$ cat src/rtl/core/prle_pkg.sv
`timescale 1ns / 1ps
// prle_pkg: shared constants, sequencer states and the beat structs that pass
// between the sequencer and the output stage of the packet RLE encoder.
// No dependencies.
package prle_pkg;

	localparam int unsigned BYTE_W = 8;
	localparam int unsigned WORD_W = 64;
	localparam int unsigned CNT_W  = 4;
	localparam int unsigned LEN_W  = 7;   // count field of a packet header
	localparam int unsigned PLEN_W = 8;   // packet size including its header
	localparam int unsigned CAP_W  = 16;
	localparam int unsigned DATA_W = 32;  // APB data
	localparam int unsigned ADDR_W = 3;   // APB byte address

	localparam logic [BYTE_W-1:0] RUN_FLAG    = 8'h80;
	localparam logic [LEN_W-1:0]  RUN_MIN     = 7'd3;
	localparam logic [PLEN_W-1:0] RUN_PKT_LEN = 8'd2;
	localparam logic [CAP_W-1:0]  CAP_RESET   = 16'hFFFF;

	// register index, taken from paddr above the byte offset
	localparam logic [ADDR_W-3:0] REG_OUT_CAPACITY = 1'b0;

	typedef enum logic [3:0] {
		ST_IDLE,
		ST_FEED,
		ST_CLASS,
		ST_START,
		ST_FIN_RUN,
		ST_FIN_LA,
		ST_FIN_LIT,
		ST_CHK,
		ST_WORD,
		ST_DONE
	} seq_state_t;

	// sequencer to output stage
	typedef struct packed {
		logic              push;
		logic [WORD_W-1:0] word;
		logic [CNT_W-1:0]  cnt;
		logic              ovf;
		logic              flush;
		logic              frame_last;
	} emit_req_t;

	// output stage to sequencer
	typedef struct packed {
		logic can_push;
		logic can_flush;
		logic pend_v;
	} emit_stat_t;

endpackage

$ cat src/rtl/core/prle_if.sv
`timescale 1ns / 1ps
// prle_if: valid/ready channels of the packet RLE encoder, one for raw bytes
// and one for encoded words. No dependencies.
interface prle_raw_if;
	logic       valid;
	logic       ready;
	logic [7:0] data_byte;
	logic       frame_last;

	modport source (output valid, output data_byte, output frame_last, input ready);
	modport sink (input valid, input data_byte, input frame_last, output ready);
endinterface

interface prle_coded_if;
	logic        valid;
	logic        ready;
	logic [63:0] out_word;
	logic [3:0]  byte_count;
	logic        frame_end;
	logic        overflow;
	logic        burst_end;

	modport source (output valid, output out_word, output byte_count, output frame_end,
		output overflow, output burst_end, input ready);
	modport sink (input valid, input out_word, input byte_count, input frame_end,
		input overflow, input burst_end, output ready);
endinterface

$ cat src/rtl/core/packet_rle_encoder_top.sv
`timescale 1ns / 1ps
// packet_rle_encoder_top: PackBits-style frame encoder with an APB capacity register.
// Steps: each byte is accepted, then classified; each settled packet adds a capacity check and
//   a drain of its words (16 at most), a reclassify follows a closed packet, frame end passes
//   the run, lookahead and literal steps, and a byte with results then flushes its burst end.
// Throughput: one byte at a time; one word out per cycle while coded.ready holds.
// Reset: arst_n clears all control state and sets out_capacity to 65535; no clearing pass.
module packet_rle_encoder_top
	import prle_pkg::*;
#(
	parameter int unsigned MAX_PACKET = 127,
	parameter int unsigned OUT_LANES  = 8
) (
	input  logic              clk,
	input  logic              arst_n,
	input  logic              psel,
	input  logic              penable,
	input  logic              pwrite,
	input  logic [ADDR_W-1:0] paddr,
	input  logic [DATA_W-1:0] pwdata,
	output logic [DATA_W-1:0] prdata,
	output logic              pready,
	prle_raw_if.sink          raw,
	prle_coded_if.source      coded
);

	logic [CAP_W-1:0] cap_q;
	logic             cfg_wr;
	emit_req_t        emit_req;
	emit_stat_t       emit_st;

	assign pready = 1'b1;
	assign cfg_wr = psel && penable && pwrite && pready;

	// write the capacity register; other indexes are ignored
	always_ff @(posedge clk or negedge arst_n) begin
		if (!arst_n) begin
			cap_q <= CAP_RESET;
		end else if (cfg_wr && paddr[ADDR_W-1:2] == REG_OUT_CAPACITY) begin
			cap_q <= pwdata[CAP_W-1:0];
		end
	end

	// read back the register value
	assign prdata = (paddr[ADDR_W-1:2] == REG_OUT_CAPACITY) ?
		{{(DATA_W - CAP_W){1'b0}}, cap_q} : '0;

	prle_seq #(
		.MAX_PACKET (MAX_PACKET),
		.OUT_LANES  (OUT_LANES)
	) u_seq (
		.clk      (clk),
		.arst_n   (arst_n),
		.raw      (raw),
		.capacity (cap_q),
		.emit_req (emit_req),
		.emit_st  (emit_st)
	);

	prle_emit u_emit (
		.clk    (clk),
		.arst_n (arst_n),
		.req    (emit_req),
		.st     (emit_st),
		.coded  (coded)
	);

endmodule

$ cat src/rtl/core/prle_lit_mem.sv
`timescale 1ns / 1ps
// prle_lit_mem: literal store, one packet word per entry, byte-lane writes and
// one registered read port. Depends on prle_pkg.
module prle_lit_mem
	import prle_pkg::*;
#(
	parameter int unsigned DEPTH = 16,
	parameter int unsigned LANES = 8,
	localparam int unsigned AW = (DEPTH > 1) ? $clog2(DEPTH) : 1,
	localparam int unsigned LW = (LANES > 1) ? $clog2(LANES) : 1
) (
	input  logic                    clk,
	input  logic                    we,
	input  logic [AW-1:0]           waddr,
	input  logic [LW-1:0]           wlane,
	input  logic [BYTE_W-1:0]       wdata,
	input  logic [AW-1:0]           raddr,
	output logic [LANES*BYTE_W-1:0] rdata
);

	logic [LANES*BYTE_W-1:0] mem_q [DEPTH];
	logic [LANES*BYTE_W-1:0] rdata_q;

	// write one byte lane
	always_ff @(posedge clk) begin
		if (we) begin
			mem_q[waddr][wlane*BYTE_W +: BYTE_W] <= wdata;
		end
	end

	// register the read word
	always_ff @(posedge clk) begin
		rdata_q <= mem_q[raddr];
	end

	assign rdata = rdata_q;

endmodule

$ cat src/rtl/core/prle_emit.sv
`timescale 1ns / 1ps
// prle_emit: holds the newest result until the next one or the end of the
// byte shows whether it closes the burst, then drives the output register.
// Depends on prle_pkg and prle_if.
module prle_emit
	import prle_pkg::*;
(
	input  logic                clk,
	input  logic                arst_n,
	input  emit_req_t           req,
	output emit_stat_t          st,
	prle_coded_if.source        coded
);

	logic              pend_v_q;
	logic [WORD_W-1:0] pend_word_q;
	logic [CNT_W-1:0]  pend_cnt_q;
	logic              pend_ovf_q;

	logic              out_v_q;
	logic [WORD_W-1:0] out_word_q;
	logic [CNT_W-1:0]  out_cnt_q;
	logic              out_fend_q;
	logic              out_ovf_q;
	logic              out_bend_q;

	logic out_free;
	logic move_push;
	logic move_flush;
	logic load_out;

	assign out_free     = !out_v_q || coded.ready;
	assign st.can_push  = !pend_v_q || out_free;
	assign st.can_flush = out_free;
	assign st.pend_v    = pend_v_q;

	assign move_push  = req.push && st.can_push;
	assign move_flush = req.flush && out_free;
	assign load_out   = pend_v_q && (move_push || move_flush);

	// track pending and output occupancy
	always_ff @(posedge clk or negedge arst_n) begin
		if (!arst_n) begin
			pend_v_q <= 1'b0;
			out_v_q  <= 1'b0;
		end else begin
			if (move_push) begin
				pend_v_q <= 1'b1;
			end else if (move_flush) begin
				pend_v_q <= 1'b0;
			end
			if (load_out) begin
				out_v_q <= 1'b1;
			end else if (coded.ready) begin
				out_v_q <= 1'b0;
			end
		end
	end

	// advance the payload; a flush marks the burst end
	always_ff @(posedge clk) begin
		if (load_out) begin
			out_word_q <= pend_word_q;
			out_cnt_q  <= pend_cnt_q;
			out_ovf_q  <= pend_ovf_q;
			out_fend_q <= pend_ovf_q || (move_flush && req.frame_last);
			out_bend_q <= move_flush;
		end
		if (move_push) begin
			pend_word_q <= req.word;
			pend_cnt_q  <= req.cnt;
			pend_ovf_q  <= req.ovf;
		end
	end

	assign coded.valid      = out_v_q;
	assign coded.out_word   = out_word_q;
	assign coded.byte_count = out_cnt_q;
	assign coded.frame_end  = out_fend_q;
	assign coded.overflow   = out_ovf_q;
	assign coded.burst_end  = out_bend_q;

endmodule

$ cat src/rtl/core/prle_seq.sv
`timescale 1ns / 1ps
// prle_seq: per-byte sequencer. Classifies bytes through the lookahead, keeps
// run state, fills the literal store and drains packets word by word.
// Depends on prle_pkg, prle_if and prle_lit_mem.
module prle_seq
	import prle_pkg::*;
#(
	parameter int unsigned MAX_PACKET = 127,
	parameter int unsigned OUT_LANES  = 8
) (
	input  logic             clk,
	input  logic             arst_n,
	prle_raw_if.sink         raw,
	input  logic [CAP_W-1:0] capacity,
	output emit_req_t        emit_req,
	input  emit_stat_t       emit_st
);

	localparam int unsigned DEPTH      = (MAX_PACKET + OUT_LANES) / OUT_LANES;
	localparam int unsigned AW         = (DEPTH > 1) ? $clog2(DEPTH) : 1;
	localparam int unsigned LW         = (OUT_LANES > 1) ? $clog2(OUT_LANES) : 1;
	localparam logic [AW-1:0]     FIRST_WORD = AW'(1 / OUT_LANES);
	localparam logic [LW-1:0]     FIRST_LANE = LW'(1 % OUT_LANES);
	localparam logic [LW-1:0]     LAST_LANE  = LW'(OUT_LANES - 1);
	localparam logic [LEN_W-1:0]  MAX_LEN    = LEN_W'(MAX_PACKET);
	localparam logic [PLEN_W-1:0] LANES_P    = PLEN_W'(OUT_LANES);
	localparam logic [CNT_W-1:0]  LANES_C    = CNT_W'(OUT_LANES);

	seq_state_t        state_q, state_d;
	seq_state_t        ret_q, ret_d;
	logic [BYTE_W-1:0] x_q, x_d;
	logic              last_q, last_d;
	logic [BYTE_W-1:0] la0_q, la0_d;
	logic [BYTE_W-1:0] la1_q, la1_d;
	logic [1:0]        fill_q, fill_d;
	logic [LEN_W-1:0]  lit_len_q, lit_len_d;
	logic [AW-1:0]     wr_word_q, wr_word_d;
	logic [LW-1:0]     wr_lane_q, wr_lane_d;
	logic [BYTE_W-1:0] rv_q, rv_d;
	logic [LEN_W-1:0]  rl_q, rl_d;
	logic              in_run_q, in_run_d;
	logic [CAP_W-1:0]  bw_q, bw_d;
	logic              ovf_q, ovf_d;
	logic              pk_run_q, pk_run_d;
	logic [AW-1:0]     rd_w_q, rd_w_d;
	logic [PLEN_W-1:0] bp_q, bp_d;
	logic [1:0]        fin_idx_q, fin_idx_d;

	logic                        mem_we;
	logic [BYTE_W-1:0]           lit_byte;
	logic [AW-1:0]               mem_raddr;
	logic [OUT_LANES*BYTE_W-1:0] mem_rdata;

	logic              run_class;
	logic              run_start;
	seq_state_t        lit_ret;
	seq_state_t        lit_next;
	seq_state_t        after_st;
	seq_state_t        ret_after;
	logic [BYTE_W-1:0] hdr;
	logic [PLEN_W-1:0] n_pkt;
	logic [PLEN_W-1:0] remaining;
	logic              last_w;
	logic [CNT_W-1:0]  cnt;
	logic [WORD_W-1:0] word;
	logic [CAP_W:0]    sum_bw;
	logic              over;

	prle_lit_mem #(
		.DEPTH (DEPTH),
		.LANES (OUT_LANES)
	) u_lit_mem (
		.clk   (clk),
		.we    (mem_we),
		.waddr (wr_word_q),
		.wlane (wr_lane_q),
		.wdata (lit_byte),
		.raddr (mem_raddr),
		.rdata (mem_rdata)
	);

	assign raw.ready = (state_q == ST_IDLE);

	// packet header, size and the capacity check
	assign hdr    = pk_run_q ? (RUN_FLAG | {1'b0, rl_q}) : {1'b0, lit_len_q};
	assign n_pkt  = pk_run_q ? RUN_PKT_LEN : ({1'b0, lit_len_q} + PLEN_W'(1));
	assign sum_bw = {1'b0, bw_q} + (CAP_W + 1)'(n_pkt);
	assign over   = sum_bw > {1'b0, capacity};

	assign after_st  = last_q ? ST_FIN_RUN : (emit_st.pend_v ? ST_DONE : ST_IDLE);
	assign ret_after = last_q ? ST_FIN_RUN : ST_DONE;

	// assemble the current packet word
	always_comb begin
		logic [PLEN_W-1:0] pos;
		logic [BYTE_W-1:0] lane;
		word      = '0;
		remaining = n_pkt - bp_q;
		last_w    = remaining <= LANES_P;
		cnt       = last_w ? remaining[CNT_W-1:0] : LANES_C;
		for (int k = 0; k < OUT_LANES; k++) begin
			pos = bp_q + PLEN_W'(k);
			if (pos == '0) begin
				lane = hdr;
			end else if (pk_run_q) begin
				lane = (pos == PLEN_W'(1)) ? rv_q : '0;
			end else begin
				lane = mem_rdata[k*BYTE_W +: BYTE_W];
			end
			if (PLEN_W'(k) < remaining) begin
				word[k*BYTE_W +: BYTE_W] = lane;
			end
		end
	end

	// next state and outputs
	always_comb begin
		state_d   = state_q;
		ret_d     = ret_q;
		x_d       = x_q;
		last_d    = last_q;
		la0_d     = la0_q;
		la1_d     = la1_q;
		fill_d    = fill_q;
		lit_len_d = lit_len_q;
		wr_word_d = wr_word_q;
		wr_lane_d = wr_lane_q;
		rv_d      = rv_q;
		rl_d      = rl_q;
		in_run_d  = in_run_q;
		bw_d      = bw_q;
		ovf_d     = ovf_q;
		pk_run_d  = pk_run_q;
		rd_w_d    = rd_w_q;
		bp_d      = bp_q;
		fin_idx_d = fin_idx_q;

		mem_we    = 1'b0;
		lit_byte  = la0_q;
		mem_raddr = rd_w_q;
		run_class = 1'b0;
		run_start = 1'b0;
		lit_ret   = ret_after;
		lit_next  = after_st;
		emit_req  = '0;
		emit_req.frame_last = last_q;

		case (state_q)
			ST_IDLE: begin
				if (raw.valid) begin
					x_d    = raw.data_byte;
					last_d = raw.frame_last;
					if (!ovf_q) begin
						state_d = ST_FEED;
					end else if (raw.frame_last) begin
						// aborted frame ends here without a result
						ovf_d     = 1'b0;
						fill_d    = '0;
						lit_len_d = '0;
						wr_word_d = FIRST_WORD;
						wr_lane_d = FIRST_LANE;
						rl_d      = '0;
						in_run_d  = 1'b0;
						bw_d      = '0;
					end
				end
			end
			ST_FEED: begin
				if (in_run_q && x_q == rv_q && rl_q < MAX_LEN) begin
					rl_d = rl_q + LEN_W'(1);
					if (rl_q == MAX_LEN - LEN_W'(1)) begin
						pk_run_d = 1'b1;
						ret_d    = ret_after;
						state_d  = ST_CHK;
					end else begin
						state_d = after_st;
					end
				end else if (in_run_q) begin
					// close the run, then classify the byte
					pk_run_d = 1'b1;
					ret_d    = ST_CLASS;
					state_d  = ST_CHK;
				end else begin
					run_class = 1'b1;
				end
			end
			ST_CLASS: begin
				run_class = 1'b1;
			end
			ST_START: begin
				run_start = 1'b1;
			end
			ST_FIN_RUN: begin
				fin_idx_d = '0;
				if (in_run_q) begin
					pk_run_d = 1'b1;
					ret_d    = ST_FIN_LA;
					state_d  = ST_CHK;
				end else begin
					state_d = ST_FIN_LA;
				end
			end
			ST_FIN_LA: begin
				if (fin_idx_q < fill_q) begin
					mem_we    = 1'b1;
					lit_byte  = fin_idx_q[0] ? la1_q : la0_q;
					fin_idx_d = fin_idx_q + 2'd1;
					lit_ret   = ST_FIN_LA;
					lit_next  = ST_FIN_LA;
				end else begin
					state_d = ST_FIN_LIT;
				end
			end
			ST_FIN_LIT: begin
				if (lit_len_q != '0) begin
					pk_run_d = 1'b0;
					ret_d    = ST_DONE;
					state_d  = ST_CHK;
				end else begin
					state_d = ST_DONE;
				end
			end
			ST_CHK: begin
				mem_raddr = '0;
				if (over) begin
					if (emit_st.can_push) begin
						// abort the frame with one overflow result
						emit_req.push = 1'b1;
						emit_req.ovf  = 1'b1;
						ovf_d     = 1'b1;
						fill_d    = '0;
						lit_len_d = '0;
						wr_word_d = FIRST_WORD;
						wr_lane_d = FIRST_LANE;
						rl_d      = '0;
						in_run_d  = 1'b0;
						bw_d      = '0;
						state_d   = ST_DONE;
					end
				end else begin
					bw_d    = sum_bw[CAP_W-1:0];
					bp_d    = '0;
					rd_w_d  = '0;
					state_d = ST_WORD;
				end
			end
			ST_WORD: begin
				if (emit_st.can_push) begin
					emit_req.push = 1'b1;
					emit_req.word = word;
					emit_req.cnt  = cnt;
					if (last_w) begin
						if (pk_run_q) begin
							in_run_d = 1'b0;
							rl_d     = '0;
						end else begin
							lit_len_d = '0;
							wr_word_d = FIRST_WORD;
							wr_lane_d = FIRST_LANE;
						end
						state_d = ret_q;
					end else begin
						bp_d      = bp_q + LANES_P;
						rd_w_d    = rd_w_q + AW'(1);
						mem_raddr = rd_w_q + AW'(1);
					end
				end
			end
			ST_DONE: begin
				if (!emit_st.pend_v || emit_st.can_flush) begin
					emit_req.flush = 1'b1;
					if (last_q) begin
						ovf_d     = 1'b0;
						fill_d    = '0;
						lit_len_d = '0;
						wr_word_d = FIRST_WORD;
						wr_lane_d = FIRST_LANE;
						rl_d      = '0;
						in_run_d  = 1'b0;
						bw_d      = '0;
					end
					state_d = ST_IDLE;
				end
			end
			default: begin
				state_d = ST_IDLE;
			end
		endcase

		// classify a byte against the two lookahead bytes
		if (run_class) begin
			if (fill_q != 2'd2) begin
				if (fill_q == 2'd0) begin
					la0_d = x_q;
				end else begin
					la1_d = x_q;
				end
				fill_d  = fill_q + 2'd1;
				state_d = after_st;
			end else if (la0_q == la1_q && la1_q == x_q) begin
				if (lit_len_q != '0) begin
					pk_run_d = 1'b0;
					ret_d    = ST_START;
					state_d  = ST_CHK;
				end else begin
					run_start = 1'b1;
				end
			end else begin
				mem_we   = 1'b1;
				lit_byte = la0_q;
				la0_d    = la1_q;
				la1_d    = x_q;
			end
		end

		// open a run of three
		if (run_start) begin
			in_run_d = 1'b1;
			rv_d     = x_q;
			rl_d     = RUN_MIN;
			fill_d   = '0;
			if (RUN_MIN >= MAX_LEN) begin
				pk_run_d = 1'b1;
				ret_d    = ret_after;
				state_d  = ST_CHK;
			end else begin
				state_d = after_st;
			end
		end

		// append to the literal store, settle when full
		if (mem_we) begin
			lit_len_d = lit_len_q + LEN_W'(1);
			if (wr_lane_q == LAST_LANE) begin
				wr_lane_d = '0;
				wr_word_d = wr_word_q + AW'(1);
			end else begin
				wr_lane_d = wr_lane_q + LW'(1);
			end
			if (lit_len_q == MAX_LEN - LEN_W'(1)) begin
				pk_run_d = 1'b0;
				ret_d    = lit_ret;
				state_d  = ST_CHK;
			end else begin
				state_d = lit_next;
			end
		end
	end

	// hold sequencer state
	always_ff @(posedge clk or negedge arst_n) begin
		if (!arst_n) begin
			state_q   <= ST_IDLE;
			ret_q     <= ST_IDLE;
			x_q       <= '0;
			last_q    <= 1'b0;
			la0_q     <= '0;
			la1_q     <= '0;
			fill_q    <= '0;
			lit_len_q <= '0;
			wr_word_q <= FIRST_WORD;
			wr_lane_q <= FIRST_LANE;
			rv_q      <= '0;
			rl_q      <= '0;
			in_run_q  <= 1'b0;
			bw_q      <= '0;
			ovf_q     <= 1'b0;
			pk_run_q  <= 1'b0;
			rd_w_q    <= '0;
			bp_q      <= '0;
			fin_idx_q <= '0;
		end else begin
			state_q   <= state_d;
			ret_q     <= ret_d;
			x_q       <= x_d;
			last_q    <= last_d;
			la0_q     <= la0_d;
			la1_q     <= la1_d;
			fill_q    <= fill_d;
			lit_len_q <= lit_len_d;
			wr_word_q <= wr_word_d;
			wr_lane_q <= wr_lane_d;
			rv_q      <= rv_d;
			rl_q      <= rl_d;
			in_run_q  <= in_run_d;
			bw_q      <= bw_d;
			ovf_q     <= ovf_d;
			pk_run_q  <= pk_run_d;
			rd_w_q    <= rd_w_d;
			bp_q      <= bp_d;
			fin_idx_q <= fin_idx_d;
		end
	end

	// a run never coexists with lookahead bytes or an open literal
	a_run_alone: assert property (@(posedge clk) disable iff (!arst_n)
		in_run_q |-> (fill_q == 2'd0 && lit_len_q == '0))
		else $error("run open with lookahead or literal bytes held");

	// results are only offered when the output stage can take them
	a_push_room: assert property (@(posedge clk) disable iff (!arst_n)
		emit_req.push |-> emit_st.can_push)
		else $error("result pushed into a full output stage");

	// every byte leaves its results fully handed off before the next one
	a_idle_drained: assert property (@(posedge clk) disable iff (!arst_n)
		state_q == ST_IDLE |-> !emit_st.pend_v)
		else $error("pending result left behind at idle");

	// packet counts stay within the header range
	a_len_bound: assert property (@(posedge clk) disable iff (!arst_n)
		(lit_len_q <= MAX_LEN) && (rl_q <= MAX_LEN))
		else $error("packet count beyond the maximum");

	// a drained word always carries bytes
	a_word_cnt: assert property (@(posedge clk) disable iff (!arst_n)
		state_q == ST_WORD |-> (cnt != '0 && cnt <= LANES_C))
		else $error("empty or oversized packet word");

endmodule
$ cat src/flat_wrapper.sv
// flat-port wrapper written by rule: the top's interface ports become plain ports
module packet_rle_encoder_top_flat import prle_pkg::*;
#(
	parameter int unsigned MAX_PACKET = 127,
	parameter int unsigned OUT_LANES  = 8
)
  (clk, arst_n, psel, penable, pwrite, paddr, pwdata, prdata, pready, raw_valid, raw_data_byte, raw_frame_last, raw_ready, coded_valid, coded_out_word, coded_byte_count, coded_frame_end, coded_overflow, coded_burst_end, coded_ready);
  prle_raw_if raw_i ();
  prle_coded_if coded_i ();
  input  logic clk;
  input  logic arst_n;
  input  logic psel;
  input  logic penable;
  input  logic pwrite;
  input  logic [ADDR_W-1:0] paddr;
  input  logic [DATA_W-1:0] pwdata;
  output logic [DATA_W-1:0] prdata;
  output logic pready;
  input wire logic [$bits(raw_i.valid)-1:0] raw_valid;
  input wire logic [$bits(raw_i.data_byte)-1:0] raw_data_byte;
  input wire logic [$bits(raw_i.frame_last)-1:0] raw_frame_last;
  output wire logic [$bits(raw_i.ready)-1:0] raw_ready;
  output wire logic [$bits(coded_i.valid)-1:0] coded_valid;
  output wire logic [$bits(coded_i.out_word)-1:0] coded_out_word;
  output wire logic [$bits(coded_i.byte_count)-1:0] coded_byte_count;
  output wire logic [$bits(coded_i.frame_end)-1:0] coded_frame_end;
  output wire logic [$bits(coded_i.overflow)-1:0] coded_overflow;
  output wire logic [$bits(coded_i.burst_end)-1:0] coded_burst_end;
  input wire logic [$bits(coded_i.ready)-1:0] coded_ready;
  assign raw_i.valid = raw_valid;
  assign raw_i.data_byte = raw_data_byte;
  assign raw_i.frame_last = raw_frame_last;
  assign raw_ready = raw_i.ready;
  assign coded_valid = coded_i.valid;
  assign coded_out_word = coded_i.out_word;
  assign coded_byte_count = coded_i.byte_count;
  assign coded_frame_end = coded_i.frame_end;
  assign coded_overflow = coded_i.overflow;
  assign coded_burst_end = coded_i.burst_end;
  assign coded_i.ready = coded_ready;
  packet_rle_encoder_top #(.MAX_PACKET(MAX_PACKET), .OUT_LANES(OUT_LANES)) u_core (.clk(clk), .arst_n(arst_n), .psel(psel), .penable(penable), .pwrite(pwrite), .paddr(paddr), .pwdata(pwdata), .prdata(prdata), .pready(pready), .raw(raw_i), .coded(coded_i));
endmodule
$ cat config.mk
export PLATFORM = sky130hd
export DESIGN_NAME = packet_rle_encoder_top_flat
export DESIGN_NICKNAME = d
export VERILOG_FILES = /design/src/rtl/core/prle_pkg.sv /design/src/rtl/core/prle_if.sv /design/src/rtl/core/packet_rle_encoder_top.sv /design/src/rtl/core/prle_lit_mem.sv /design/src/rtl/core/prle_emit.sv /design/src/rtl/core/prle_seq.sv /design/src/flat_wrapper.sv
export SDC_FILE = /design/constraint.sdc
export NUM_CORES = 2
export LEC_CHECK = 0
export BUFFER_PORTS_ARGS = -buffer_cell sky130_fd_sc_hd__buf_2
export CORE_UTILIZATION = 49
export CTS_CLUSTER_DIAMETER = 30
export DETAILED_ROUTE_END_ITERATION = 6
export HOLD_SLACK_MARGIN = 0.03
export PLACE_DENSITY = 0.65
export SLEW_MARGIN = 20
export SYNTH_ARGS = -nofsm -noshare
export SYNTH_HDL_FRONTEND = slang
export SYNTH_SLANG_ARGS = --single-unit
$ cat constraint.sdc
create_clock -name clk -period 25.8 [get_ports clk]
set_input_delay 0 -clock clk [delete_from_list [all_inputs] [get_ports clk]]
set_output_delay 0 -clock clk [all_outputs]
set_load 0.05 [all_outputs]
# [Word level (Yosys, flattened, before mapping)]
# Memories as Yosys holds them, arrays and structs flattened. A register that Yosys moved wholly into a read port is not among the register bits.
# Index checks and enable logic that the tools add are counted.
[op_classes] n_addsub=19 magnitude_cmp=12 n_eq_ne=60 shifts=2 mux=215 bitwise_logic=1 reduce_logical=57
[ops] op="two-way mux 8 bit" n=49
[ops] op="two-way mux 4 bit" n=53
[ops] op="two-way mux 16 bit" n=8
[ops] op="two-way mux 7 bit" n=16
[ops] op="two-way mux 69 bit" n=1
[ops] op="== test 8 x 1 -> 1 bit (second input constant)" n=8
[ops] op="zero test 8 bit" n=8
[ops] op="two-way mux 64 bit" n=1
[ops] op="variable shift 8 x 34 -> 64 bit (first input constant)" n=1
[ops] op="variable part select 8 x 34 -> 64 bit" n=1
[ops] op="one-hot mux 16 bit (3 select lines)" n=1
[ops] op="two-way mux 1 bit" n=46
[ops] op="two-way mux 3 bit" n=12
[ops] op="one-hot mux 4 bit (9 select lines)" n=1
[ops] op="one-hot mux 7 bit (5 select lines)" n=1
[ops] op="negator 6 -> 34 bit" n=1
[ops] op="!= test 3 x 2 -> 1 bit (second input constant)" n=11
[ops] op="AND reduction 3 bit" n=11
[ops] op="adder 8 x 3 -> 8 bit (second input constant)" n=4
[ops] op="< comparator 3 x 8 -> 1 bit (first input constant)" n=4
[ops] op="one-hot mux 7 bit (4 select lines)" n=1
[ops] op="!= test 3 bit (second input constant)" n=9
[ops] op="== test 8 bit" n=3
[ops] op="two-way mux 2 bit" n=12
[ops] op="53 further kinds" n=103
[totals] regBits=255 ramBits=1024 in_bits=51 out_inout_bits=106 wordCells=405 mem_count=1
[mem_list] name="u_core.u_seq.u_lit_mem.mem_q" depth=16 word_bits=64 read_ports=1 rd_ports_with_merged_regs=1 wr=1 line_no="prle_lit_mem.sv:21" text="logic [LANES*BYTE_W-1:0] mem_q [DEPTH];"

# [Depth between registers and ports, before layout]
[logic_depth] ltp_word=13 ltp_mapped=28

# [Modules after synthesis]
# From an unflattened synthesis, not the netlist that was laid out.
[unflattened] hier_cells=3084 hier_area_um2=53789.1
[by_module_without_submodules] mod="prle_lit_mem" instances=1 cells_each=1884 area_each_um2=40727.8 seq_area_each_um2=32030.7
[by_module_without_submodules] mod="prle_seq" instances=1 cells_each=974 area_each_um2=7803.7 seq_area_each_um2=2353.5
[by_module_without_submodules] mod="prle_emit" instances=1 cells_each=156 area_each_um2=4337.9 seq_area_each_um2=4254.1
[by_module_without_submodules] mod="packet_rle_encoder_top" instances=1 cells_each=70 area_each_um2=919.6 seq_area_each_um2=420.4

# [Least setup slack after synthesis]
# OpenSTA, ideal clock, no wires.
[synth_path] path_kind="flip-flop to flip-flop" start="register u_core.u_seq.pk_run_q" end="register u_core.u_emit.out_bend_q (netlist: u_core.u_emit.coded.burst_end), enable pin" arrival_time_ps=10000 t_required_ps=25366 setup_slack_ps=15366 path_stages_with_launch=25 n_path_buf=3 cell_sequence="dfrtp_1 -> clkbuf_1 -> clkbuf_1 -> clkbuf_1 -> or2_2 -> ha_1 -> a21o_1 -> maj3_1 -> a21oi_1 -> o21ai_0 -> maj3_1 -> maj3_1 -> a21oi_1 -> nor2_1 -> nand3_1 -> xnor2_1 -> ha_1 -> nand4_1 -> nor4_1 -> a41oi_1 -> o41ai_1 -> nand2_1 -> nand2_1 -> a21oi_1 -> o21a_1"
[synth_via] elab_chain_cells=8
[synth_rtl] element="start, declared" line_no="prle_seq.sv:44" text="logic pk_run_q, pk_run_d;"
[synth_rtl] element="start signal, assigned" line_no="prle_seq.sv:388" text="pk_run_q <= pk_run_d;"
[synth_rtl] element="two-way mux 8 bit" line_no="prle_seq.sv:86" text="assign n_pkt = pk_run_q ? RUN_PKT_LEN : ({1'b0, lit_len_q} + PLEN_W'(1));"
[synth_rtl] element="adder 16 x 8 -> 17 bit" line_no="prle_seq.sv:87" text="assign sum_bw = {1'b0, bw_q} + (CAP_W + 1)'(n_pkt);"
[synth_rtl] element="greater-than comparator 17 x 16 -> 1 bit" line_no="prle_seq.sv:88" text="assign over = sum_bw > {1'b0, capacity};"
[synth_rtl] element="two-way mux 1 bit" line_no="prle_seq.sv:225" text="if (over) begin"
[synth_rtl] element="one-hot mux 1 bit (2 select lines)" line_no="prle_seq.sv:148" text="case (state_q)"
[synth_rtl] element="logical AND 1 bit" line_no="prle_emit.sv:37" text="assign move_push = req.push && st.can_push;"
[synth_rtl] element="net u_core.u_emit.move_push" line_no="prle_emit.sv:28" text="logic move_push;"
[synth_rtl] element="logical OR 1 bit" line_no="prle_emit.sv:39" text="assign load_out = pend_v_q && (move_push || move_flush);"
[synth_rtl] element="logical AND 1 bit" line_no="prle_emit.sv:39"
[synth_rtl] element="net u_core.u_emit.load_out" line_no="prle_emit.sv:30" text="logic load_out;"
[synth_rtl] element="end signal, assigned" line_no="prle_emit.sv:67" text="out_bend_q <= move_flush;"
[synth_rtl] element="end, declared" line_no="prle_emit.sv:25" text="logic out_bend_q;"
# The timed path passes the listed nets, and every way through them passes these cells.
# A chain may end at the register's enable or synchronous reset.

# [Final worst setup path]
[layout_path] start="register u_core.u_seq.pk_run_q" end="register u_core.u_seq.u_lit_mem.rdata_q[33] (netlist: u_core.u_seq.u_lit_mem.rdata[33]) (read register of u_core.u_seq.u_lit_mem.mem_q)"
[layout_via] elab_chain_cells=6
[layout_rtl] element="two-way mux 8 bit" line_no="prle_seq.sv:86"
[layout_rtl] element="subtractor 8 bit" line_no="prle_seq.sv:98" text="remaining = n_pkt - bp_q;"
[layout_rtl] element="less-or-equal comparator 8 x 4 -> 1 bit" line_no="prle_seq.sv:99" text="last_w = remaining <= LANES_P;"
[layout_rtl] element="two-way mux 4 bit (2 in a row)"
[layout_rtl] element="one-hot mux 4 bit (2 select lines)" line_no="prle_seq.sv:148"
[layout_rtl] element="end, declared" line_no="prle_lit_mem.sv:22" text="logic [LANES*BYTE_W-1:0] rdata_q;"
# Every way passes these cells.

==> impl_metrics.ini <==
[placement]
io_buffers = 121
gp_congestion = 0.887
place_ws_ns = 17.65
dpl.hpwl_um = 78700

[routing]
drt_wl_total_um = 129000
via_per_inst = 5.79
drc = 0
dr.pass1.iters = 6
wl_per_cell_um = 23.7
first_iter_violations = 3281
ant_nets = 0
vias = 31550

[layout]
antennaDiodeCount = 0
area_growth_pct = 18.9
multi_input_area_um2 = 14100
n_fill_cell = 8024
nNetsFinal = 3870
seqCellArea_um2 = 39100
utilization_pct = 59.0
layout-drive-gt1-share_pct = 20.1

[logic_synthesis]
ys_seq_area_share_pct = 72.1
async_reset_ff_share_pct = 8.36
ys_ff_latch = 1340
synth_area_leaders = edfxtp_1 65%, mux4_2 5.3%, dfrtp_1 4.4%
synth_top_flop_cell = edfxtp_1
yosys-top-cells-count = 1164 x edfxtp_1, 352 x nand2_1, 303 x nor2_1
yosys_warnings = 0
yosys.area.top_type_share_pct = 64.6
synth_cells = 3531
ys_types = 81
synth_most_common_cell = edfxtp_1
synth_area_um2 = 54100
synth_area_per_cell_um2 = 15.3
synth_largest_area_cell = edfxtp_1
synth_edf_count = 1164

[clocking]
htreeDepth = 4
root_buffer = clkbuf_16
cts_made_buffers = 213
cts_resized = 0
clock_path_buffers = 3
cts_tree = built
clk_pin_slew_ns = 0.05
clkLatencyLatePin_ns = 0.79
post_cts_buffers = 0
cts.sinks = 1340

[grt]
use_met2_pct = 36.0
grtUsageMet1_pct = 32.5
grt_start_max_net_pins = 130
met3_usage_pct = 4.28
track_usage_pct = 23.1
busiest_layer = met2
overflow = 0
grt_pass1_vias = 30789
grt_pass1_wl_um = 193000
antenna_found_initial = 3

[timing]
post-route-min-period_ns = 8.25
setup_tns_ns = 0
hold_ws_ns = 0.0792
rsz0062_at_grt = false
finalSetupViolations = 0
fin_crit_sh_pct = 32.0
finalClockSkew_ns = 0.0542
slew_headroom_pct = 20.0
clock.fmax_mhz = 121
worst_slack_ns = 17.55
final_max_slew_viol_count = 0
finalHoldViolCount = 0
worstMarginPinSlew_ns = 1.20

[status]
status = finished, final reports clean

[floorplanning]
initial_utilization_pct = 49.6
core_area_um2 = 109000
die_w_um = 334
die_h_um = 334
die_area_um2 = 112000
ios = 157
rows = 121

[pwr]
powerDensity_nw_per_um2 = 124
leakage_nw = 23.2
irDropWorstVdd_uv = 128

[job]
drv_cap = 0

[worst_setup_path]
startpoint_type = flop
worst_path_max_delay_cell = buf_4
crit_required_ns = 26.49
arrival_ns = 8.94
reg2reg_slack_ns = 17.55
critical_path_class = flop to flop
path_cells = buf_4 > clkinv_1 > a31oi_1 > nand2_1 > or3b_2 > o22ai_1 > or4_1 > o21ai_4 > mux2_8 > buf_4 > buf_4 > buf_4 > mux2i_1 > a221oi_1 > a22oi_1 > o21ai_1
path_buf_inv = 5
path_delay_family = buffers and inverters
max_stage_delay_ns = 0.89
crit_fanout = 94
cp_common_cell = buf_4
end_kind = flop

[min_path]
hold_class = input pin to flop
-- placed cells by master, fill, tap and decap left out, types with 22 or more instances in the layout --
| cell type | instances |
|---|---|
| edfxtp_1 | 1164 |
| nand2_1 | 352 |
| nor2_1 | 273 |
| clkbuf_16 | 214 |
| nand3_1 | 169 |
| mux2i_1 | 150 |
| mux4_2 | 128 |
| buf_2 | 120 |
| dfrtp_1 | 95 |
| a31oi_1 | 79 |
| a21oi_1 | 67 |
| o21ai_1 | 67 |
| a22oi_1 | 65 |
| dfxtp_1 | 64 |
| dlygate4sd3_1 | 63 |
| and3_1 | 55 |
| inv_1 | 52 |
| o21ai_0 | 52 |
| mux2_2 | 45 |
| a221oi_1 | 42 |
| buf_4 | 41 |
| ha_1 | 40 |
| clkbuf_1 | 35 |
| clkinv_2 | 35 |
| bufinv_16 | 33 |
| nor3_1 | 30 |
| nor2_2 | 29 |
| nand2b_1 | 24 |
| a221oi_2 | 23 |
| clkinvlp_4 | 22 |
-- state kept, by name (all words and copies together), names as in the netlist, 16 cells and up --
name,count
u_core.cap_q,16
u_core.u_emit.pend_word_q,64
u_core.u_seq.u_lit_mem.mem_q,1024
u_core.u_seq.bw_q,16
u_core.u_emit.coded.out_word,64
u_core.u_seq.u_lit_mem.rdata,64
-- per-layer routing --
layer | vias to the layer above | wire length, um | share of wire (%)
li1 | 14089 | - | -
met1 | 15908 | 54700 | 42
met2 | 1300 | 60600 | 47
met3 | 251 | 10000 | 7.7
met4 | 2 | 3840 | 3.0
met5 | - | 20 | 0.015
-- worst register-to-register path, delay by kind of cell (launching register included) --
family                 cells  cell delay [ns]
AO/OA/AOI/OAI              6             1.91
buffers and inverters      5             3.83
flip-flops                 1             0.42
multiplexers               2             1.12
AND/OR/NAND/NOR            3             0.91
-- cell type report --
cell class | instances | share of cell area [%]
Clock inverter | 146 | 2.99
Inverter | 53 | 0.309
Multi-Input combinational cell | 1944 | 21.9
Tap cell | 1476 | 2.87
Sequential cell | 1340 | 60.7
Clock buffer | 260 | 8.76
Timing Repair Buffer | 226 | 2.46
-- final timing paths --
kind                                                        startpoint                                    endpoint  cells past startpoint
min in group asynchronous                                       arst_n       u_core.u_seq.wr_lane_q[0]$_DFFE_PN1P_                      3
max in group asynchronous                                       arst_n            u_core.u_seq.bw_q[1]$_DFFE_PN0P_                      4
hold / removal                                             coded_ready       u_core.u_emit.coded.valid$_DFFE_PN0P_                      4
hold reg to reg            u_core.u_emit.pend_word_q[15]$_SDFFCE_PN0P_  u_core.u_emit.coded.out_word[15]$_DFFE_PP_                      0
setup / recovery                       u_core.u_seq.pk_run_q$_DFF_PN0_    u_core.u_seq.u_lit_mem.rdata[33]$_DFF_P_                     16
setup reg to reg                       u_core.u_seq.pk_run_q$_DFF_PN0_    u_core.u_seq.u_lit_mem.rdata[33]$_DFF_P_                     16
-- kinds of logic after synthesis --
| family | after synthesis | synth area share, % |
|---|---|---|
| xor gates and xnor gates | 40 | 0.661 |
| other | 2 | 0.0139 |
| DFF | 1340 | 72.1 |
| AOI/OAI and AO/OA | 491 | 6.29 |
| buffers and inverters | 264 | 2.30 |
| adders and majority gates | 47 | 1.07 |
| muxes | 329 | 9.17 |
| and+or+nand+nor | 1018 | 8.35 |
-- per-stage QoR --
step	area [um2]	total power [W]	std cells
after floorplan	54200	0.00432	3548
final	64400	0.00797	5445
after global routing	64400	0.00827	5445
after global placement	56100	0.00499	4975
after CTS	64300	0.00798	5445
after detailed placement	56100	0.00502	4975
-- where the power goes --
| group | total [W] | internal, W | switching (W) |
|---|---|---|---|
| combinational | 0.00227 | 0.000755 | 0.00152 |
| clock | 0.00294 | 0.00190 | 0.00104 |
| sequential | 0.00276 | 0.00264 | 0.000123 |
| total | 0.00797 | 0.00529 | 0.00268 |
-- what timing repair did --
action,in CTS,in global routing
setup endpoints to repair,0,0
hold buffers,64,0
hold endpoints to repair,92,0
Power figures use the tool's default switching activity.
